===== src/lfc_pkg.sv =====
// ----------------------------------------------------------------------------
// lfc_pkg
// shared types, constants and helper functions of the tracking controller
// ----------------------------------------------------------------------------
package lfc_pkg;

  localparam int CORDIC_STEPS_DEF = 16;

  // robot selector codes
  localparam logic [1:0] SEL_LEADER   = 2'd0;
  localparam logic [1:0] SEL_FOLLOWER = 2'd1;
  localparam logic [1:0] SEL_OTHER    = 2'd2;

  // configuration register indexes
  typedef enum logic [1:0] {
    CFG_GOAL_X  = 2'd0,
    CFG_GOAL_Y  = 2'd1,
    CFG_GAIN    = 2'd2,
    CFG_SPEED_W = 2'd3
  } cfg_idx_e;

  // configuration reset values
  localparam logic signed [31:0] GOAL_X_RST  = 32'sd46359;
  localparam logic signed [31:0] GOAL_Y_RST  = 32'sd46323;
  localparam logic [7:0]         GAIN_RST    = 8'd5;
  localparam logic [14:0]        SPEED_W_RST = 15'd4096;

  // angles scaled by 2^30
  localparam logic signed [34:0] ANG_PI     = 35'sd3373259426;
  localparam logic signed [34:0] ANG_HALFPI = 35'sd1686629713;
  localparam logic signed [34:0] ANG_TWOPI  = 35'sd6746518852;
  localparam logic signed [33:0] CORDIC_K   = 34'sd652032874;

  // product term clamp
  localparam logic [40:0] TERM_LIM = 41'h100_0000_0000;

  typedef enum logic [3:0] {
    S_IDLE,
    S_PREP,
    S_CS1,
    S_CS2,
    S_SQW,
    S_MSEL,
    S_MLO,
    S_MHI,
    S_MACC,
    S_DONE
  } ctrl_state_e;

  // product sequence of the shared multiplier
  typedef enum logic [2:0] {
    P_CDX = 3'd0,
    P_SDY = 3'd1,
    P_CDY = 3'd2,
    P_SDX = 3'd3,
    P_VCE = 3'd4,
    P_KE1 = 3'd5,
    P_KE2 = 3'd6,
    P_KE3 = 3'd7
  } prod_e;

  typedef enum logic [1:0] {
    SQ_IDLE,
    SQ_SQR,
    SQ_SUM,
    SQ_ITER
  } sq_phase_e;

  typedef struct packed {
    logic  load;
    logic  prep;
    logic  cordic_start;
    logic  ang_sel_e3;
    logic  latch_cs;
    logic  latch_ce3;
    logic  sqrt_start;
    logic  gain_load;
    logic  mul_sel;
    logic  mul_lo;
    logic  mul_hi;
    logic  mul_acc;
    logic  out_load;
    prod_e prod;
  } dp_cmd_t;

  typedef struct packed {
    logic cordic_done;
    logic sqrt_done;
    logic out_busy;
  } dp_stat_t;

  function automatic logic [30:0] atan_lut(input logic [4:0] idx);
    logic [30:0] r;
    case (idx)
      5'd0:    r = 31'd843314856;
      5'd1:    r = 31'd497837829;
      5'd2:    r = 31'd263043836;
      5'd3:    r = 31'd133525158;
      5'd4:    r = 31'd67021686;
      5'd5:    r = 31'd33543515;
      5'd6:    r = 31'd16775850;
      5'd7:    r = 31'd8388437;
      5'd8:    r = 31'd4194282;
      5'd9:    r = 31'd2097149;
      5'd10:   r = 31'd1048575;
      5'd11:   r = 31'd524287;
      5'd12:   r = 31'd262143;
      5'd13:   r = 31'd131071;
      5'd14:   r = 31'd65535;
      5'd15:   r = 31'd32767;
      5'd16:   r = 31'd16383;
      5'd17:   r = 31'd8191;
      5'd18:   r = 31'd4095;
      5'd19:   r = 31'd2047;
      5'd20:   r = 31'd1023;
      5'd21:   r = 31'd511;
      5'd22:   r = 31'd255;
      5'd23:   r = 31'd127;
      default: r = 31'd0;
    endcase
    return r;
  endfunction

  function automatic logic [31:0] sat32(input logic signed [43:0] v);
    logic [31:0] r;
    if (v > 44'sd2147483647) begin
      r = 32'h7fff_ffff;
    end else if (v < -44'sd2147483648) begin
      r = 32'h8000_0000;
    end else begin
      r = v[31:0];
    end
    return r;
  endfunction

endpackage


===== src/lfc_ctrl.sv =====
// ----------------------------------------------------------------------------
// lfc_ctrl
// sequencer: cordic runs, square root, multiply steps, output hand-off
// ----------------------------------------------------------------------------
module lfc_ctrl (
  input  logic              clk_i,
  input  logic              rst_ni,
  input  logic              in_valid_i,
  output logic              in_ready_o,
  input  lfc_pkg::dp_stat_t stat_i,
  output lfc_pkg::dp_cmd_t  cmd_o
);

  lfc_pkg::ctrl_state_e state_q, state_d;
  lfc_pkg::prod_e       prod_q, prod_d;

  always_ff @(posedge clk_i or negedge rst_ni) begin
    if (!rst_ni) begin
      state_q <= lfc_pkg::S_IDLE;
      prod_q  <= lfc_pkg::P_CDX;
    end else begin
      state_q <= state_d;
      prod_q  <= prod_d;
    end
  end

  always_comb begin
    state_d    = state_q;
    prod_d     = prod_q;
    in_ready_o = 1'b0;
    cmd_o      = '0;
    cmd_o.prod = prod_q;
    case (state_q)
      lfc_pkg::S_IDLE: begin
        in_ready_o = 1'b1;
        if (in_valid_i) begin
          cmd_o.load = 1'b1;
          state_d    = lfc_pkg::S_PREP;
        end
      end
      lfc_pkg::S_PREP: begin
        cmd_o.prep         = 1'b1;
        cmd_o.cordic_start = 1'b1;
        cmd_o.sqrt_start   = 1'b1;
        state_d            = lfc_pkg::S_CS1;
      end
      lfc_pkg::S_CS1: begin
        if (stat_i.cordic_done) begin
          cmd_o.latch_cs     = 1'b1;
          cmd_o.cordic_start = 1'b1;
          cmd_o.ang_sel_e3   = 1'b1;
          state_d            = lfc_pkg::S_CS2;
        end
      end
      lfc_pkg::S_CS2: begin
        if (stat_i.cordic_done) begin
          cmd_o.latch_ce3 = 1'b1;
          state_d         = lfc_pkg::S_SQW;
        end
      end
      lfc_pkg::S_SQW: begin
        if (stat_i.sqrt_done) begin
          cmd_o.gain_load = 1'b1;
          prod_d          = lfc_pkg::P_CDX;
          state_d         = lfc_pkg::S_MSEL;
        end
      end
      lfc_pkg::S_MSEL: begin
        cmd_o.mul_sel = 1'b1;
        state_d       = lfc_pkg::S_MLO;
      end
      lfc_pkg::S_MLO: begin
        cmd_o.mul_lo = 1'b1;
        state_d      = lfc_pkg::S_MHI;
      end
      lfc_pkg::S_MHI: begin
        cmd_o.mul_hi = 1'b1;
        state_d      = lfc_pkg::S_MACC;
      end
      lfc_pkg::S_MACC: begin
        cmd_o.mul_acc = 1'b1;
        if (prod_q == lfc_pkg::P_KE3) begin
          state_d = lfc_pkg::S_DONE;
        end else begin
          prod_d  = lfc_pkg::prod_e'(prod_q + 3'd1);
          state_d = lfc_pkg::S_MSEL;
        end
      end
      lfc_pkg::S_DONE: begin
        if (!stat_i.out_busy) begin
          cmd_o.out_load = 1'b1;
          state_d        = lfc_pkg::S_IDLE;
        end
      end
      default: state_d = lfc_pkg::S_IDLE;
    endcase
  end

endmodule


===== config.mk =====
export PLATFORM = sky130hd
export DESIGN_NAME = lfc_ctrl
export DESIGN_NICKNAME = d
export VERILOG_FILES = /design/src/lfc_pkg.sv /design/src/lfc_ctrl.sv
export SDC_FILE = /design/constraint.sdc
export NUM_CORES = 1
export LEC_CHECK = 0
export BUFFER_PORTS_ARGS = -buffer_cell sky130_fd_sc_hd__buf_2
export CORE_AREA = 2 2 39 41
export CTS_CLUSTER_SIZE = 14
export DETAILED_ROUTE_END_ITERATION = 16
export DIE_AREA = 0 0 41 43
export PLACE_DENSITY_LB_ADDON = 0.1
export SYNTH_ARGS = -nofsm -noshare
export SYNTH_HDL_FRONTEND = slang
export SYNTH_SLANG_ARGS = --single-unit

===== constraint.sdc =====
create_clock -name clk_i -period 3.1 [get_ports clk_i]
set_clock_uncertainty 0.15 [all_clocks]
set_input_delay 0.155 -clock clk_i [delete_from_list [all_inputs] [get_ports clk_i]]
set_output_delay 0.155 -clock clk_i [all_outputs]
set_load 0.02 [all_outputs]

==> out/qor.csv <==
stage,metric,value,unit
outcome,status,"complete, no violations",
floorplanning,Die Height,43,um
sta,Hold Slack,0.115,ns
sta,fmax,548,MHz
critical_path,Setup crit end kind,output pin,
global_routing,grt total ovfl,0,
final_layout,fillers,141,
final_layout,layout cells sized above 1,35.6,%
sta,RSZ-0062 raised after global routing,false,
clocking,CTS Buffer Depth,2,
worst_hold_path,Hold Crit Class,in -> async,
global_routing,All-Layer GR Usage,18.2,%
flow_run,# Max-Cap Violations,0,
sta,final setup fails,0,
floorplanning,Cell Rows,14,
critical_path,Crit path arrival time,1.52,ns
placed_design,Detailed Place HPWL,1020,um
power,Int Pwr,0.357,mW
power,maximum VDD drop,391,uV
clocking,CTS tree,done,
detailed_routing,vias,565,
yosys,top_reg_cell synth,dfrtp_1,
yosys,Post-synth EDFFs,0,
yosys,Area contributors post-synth,"dfrtp_1 (31%), nand2b_4 (4.9%), nand2_1 (4.6%)",
yosys,cell taking the most area after synthesis,dfrtp_1,
yosys,Mapped Area,567,sq um
yosys,fraction of registers with async set/reset,100,%
final_layout,nets@finish,96,
detailed_routing,DRC,0,
sta,post-layout min period,1.82,ns
power,switching power,0.366,mW
clocking,Num CTS Buffers,3,
critical_path,CP Class,reg -> out,
clocking,Sink Count,7,
power,Logic pwr share,58.4,%
power,Leakage Power,0.369,nW
yosys,Syn Area/Cell,8.59,sq um
power,Pwr per Cell Area,1040,mW/mm^2
global_routing,first-pass GRT wire length,2220,um
floorplanning,DIE AREA,0.00176,sq mm
sta,worst rel slew slack,67.6,%
floorplanning,Die Span X,41,um
global_routing,vias in the first global route,501,
sta,Final Max Tran Viols,0,
placed_design,routability cong.,0.732,
clocking,Clock Latency Late Sink,0.25,ns
clocking,CTS resizes,0,
power,sw frac,50.6,%
critical_path,startpoint class of the critical path,flip-flop,
clocking,Post CTS Setup Buffer Count,0,
detailed_routing,Antenna Nets Post-Route,0,
detailed_routing,"wirelength, routed",1340,um
yosys,Yosys cell types,30,
yosys,register area share after synthesis,30.9,%
global_routing,initial antenna violation count,0,
detailed_routing,via/cell ratio,5.49,
floorplanning,I/O pins,23,
detailed_routing,Detail Route met2 WL,638,um
detailed_routing,routed wl met3,60,um
placed_design,IO Port Bufs,22,
floorplanning,Initial Util,41.0,%
power,Clk pwr share,11.2,%
critical_path,worst-path fanout max,16,
sta,"Period Utilization, post-route",58.8,%
yosys,area share of the largest cell type after synthesis,30.9,%
yosys,Cells after Synth,66,
sta,Least-Margin Pin Slew,0.486,ns
yosys,number of synthesized register bits,7,
final_layout,# diodes,0,
detailed_routing,drt pass-1 iters,4,
clocking,"Hold-fix buffers, CTS",1,
detailed_routing,M1 WL,630,um
sta,setup TNS,0,ns
power,sequential share of power,30.4,%
sta,Final Hold Fails,0,
global_routing,largest net degree at the start of global routing,17,
clocking,H-tree depth,1,
detailed_routing,drt wl/cell,13.0,um
final_layout,Area growth syn-to-layout,22.1,%
detailed_routing,DRT iter0 DRCs,16,
critical_path,Worst EP required,2.79,ns
clocking,clk slew on worst S/H paths,0.05,ns
detailed_routing,max layer used,met4,
floorplanning,core area,0.00138,sq mm
clocking,clock root buffer,clkbuf_4,
yosys,post-synthesis net count,74,
yosys,synth warn,0,
[sequential cells by signal (all words and copies together) (netlist names)]
name     count
state_q      4
prod_q       3
[power by group through the flow]
stage	Clock [mW]	Sequential [mW]	Combinational [mW]
CTS	0.0856	0.218	0.425
detailed placement	0	0.219	0.423
finish	0.0807	0.220	0.422
global route	0.0888	0.229	0.469
global placement	0	0.222	0.417
floorplan	0	0.174	0.377
[synthesized netlist by cell type, types with 2 or more instances]
master    number
and3_1         3
ha_1           2
nor3_1         4
nor4_1         2
mux2_2         2
nor2_1         6
o21ai_0        2
nand2_1        7
nand2b_4       2
a22o_1         2
dfrtp_1        7
buf_4          2
buf_2          3
a21oi_1        2
inv_1          4
o22ai_1        2
[through the flow]
step | setup WS, ns | area [sq um] | std cells | utilization, % | power [mW]
final | 1.28 | 692 | 103 | 50.0 | 0.723
after global routing | 1.14 | 692 | 103 | 50.0 | 0.786
after CTS | 1.28 | 692 | 103 | 50.0 | 0.728
after detailed placement | 1.37 | 656 | 98 | 47.4 | 0.642
after global placement | 1.39 | 656 | 98 | 47.4 | 0.639
after floorplan | 1.10 | 567 | 66 | - | 0.551
[final timing paths]
path	end	slack (ns)	startpoint	cells after the start
setup / recovery	cmd_o[14]	1.28	state_q[1]	3
hold / removal	prod_q[1]	0.12	rst_ni	2
setup reg to reg	state_q[1]	1.35	state_q[3]	4
hold reg to reg	prod_q[1]	0.39	prod_q[1]	1
max in group asynchronous	state_q[2]	2.53	rst_ni	2
min in group clk_i	state_q[1]	0.16	stat_i[2]	3
[critical path, stage by stage, from the launching register on]
cell,delay [ns]
dfrtp_1,0.55
nand2b_1,0.31
nor3_1,0.21
buf_2,0.20
[layer usage]
layer  GRT usage (%)  up-vias
met3            1.57        2
met4            8.00        0
met1            26.2      262
met2            26.6       17
li1                -      284
met5               0        -
[cells in the final DEF (no fill, tap or decap)]
cell type      synthesis  layout
a21boi_1               1       1
a21oi_1                2       2
a22o_1                 2       2
a31oi_1                1       1
a32o_1                 1       1
a32oi_1                1       1
and2_1                 1       1
and2b_1                1       1
and3_1                 3       3
buf_2                  3      22
clkbuf_1               0       1
clkbuf_4               0       3
dfrtp_1                7       7
dlygate4sd3_1          0       1
ha_1                   2       2
inv_1                  4       4
mux2_2                 2       2
mux2i_1                1       1
nand2_1                7       7
nand2b_1               1       1
nand2b_4               2       2
nor2_1                 6       6
nor2b_1                1       1
nor3_1                 4       4
nor4_1                 2       2
nor4_2                 1       1
o21a_1                 1       1
o21ai_0                2       2
o22ai_1                2       2
o32a_1                 1       1
o32a_2                 1       1
[cell families after synthesis]
kind of cell / count (synthesis) / share of synthesized area (%)
and+or+nand+nor: 29 / 29.4
muxes: 3 / 5.74
AOI/OAI and AO/OA: 15 / 19.6
buffers and inverters: 10 / 9.93
adders and majority gates: 2 / 4.41
DFF: 7 / 30.9
[final cells by class]
type,count,area [sq um],area share [%]
Tap cell,16,20.0,2.89
Timing Repair Buffer,23,120,17.4
Clock buffer,4,26.3,3.80
Sequential cell,7,175,25.3
Inverter,4,15.0,2.17
Multi-Input combinational cell,49,335,48.5
No activity file was read; power rests on OpenSTA's default activity.
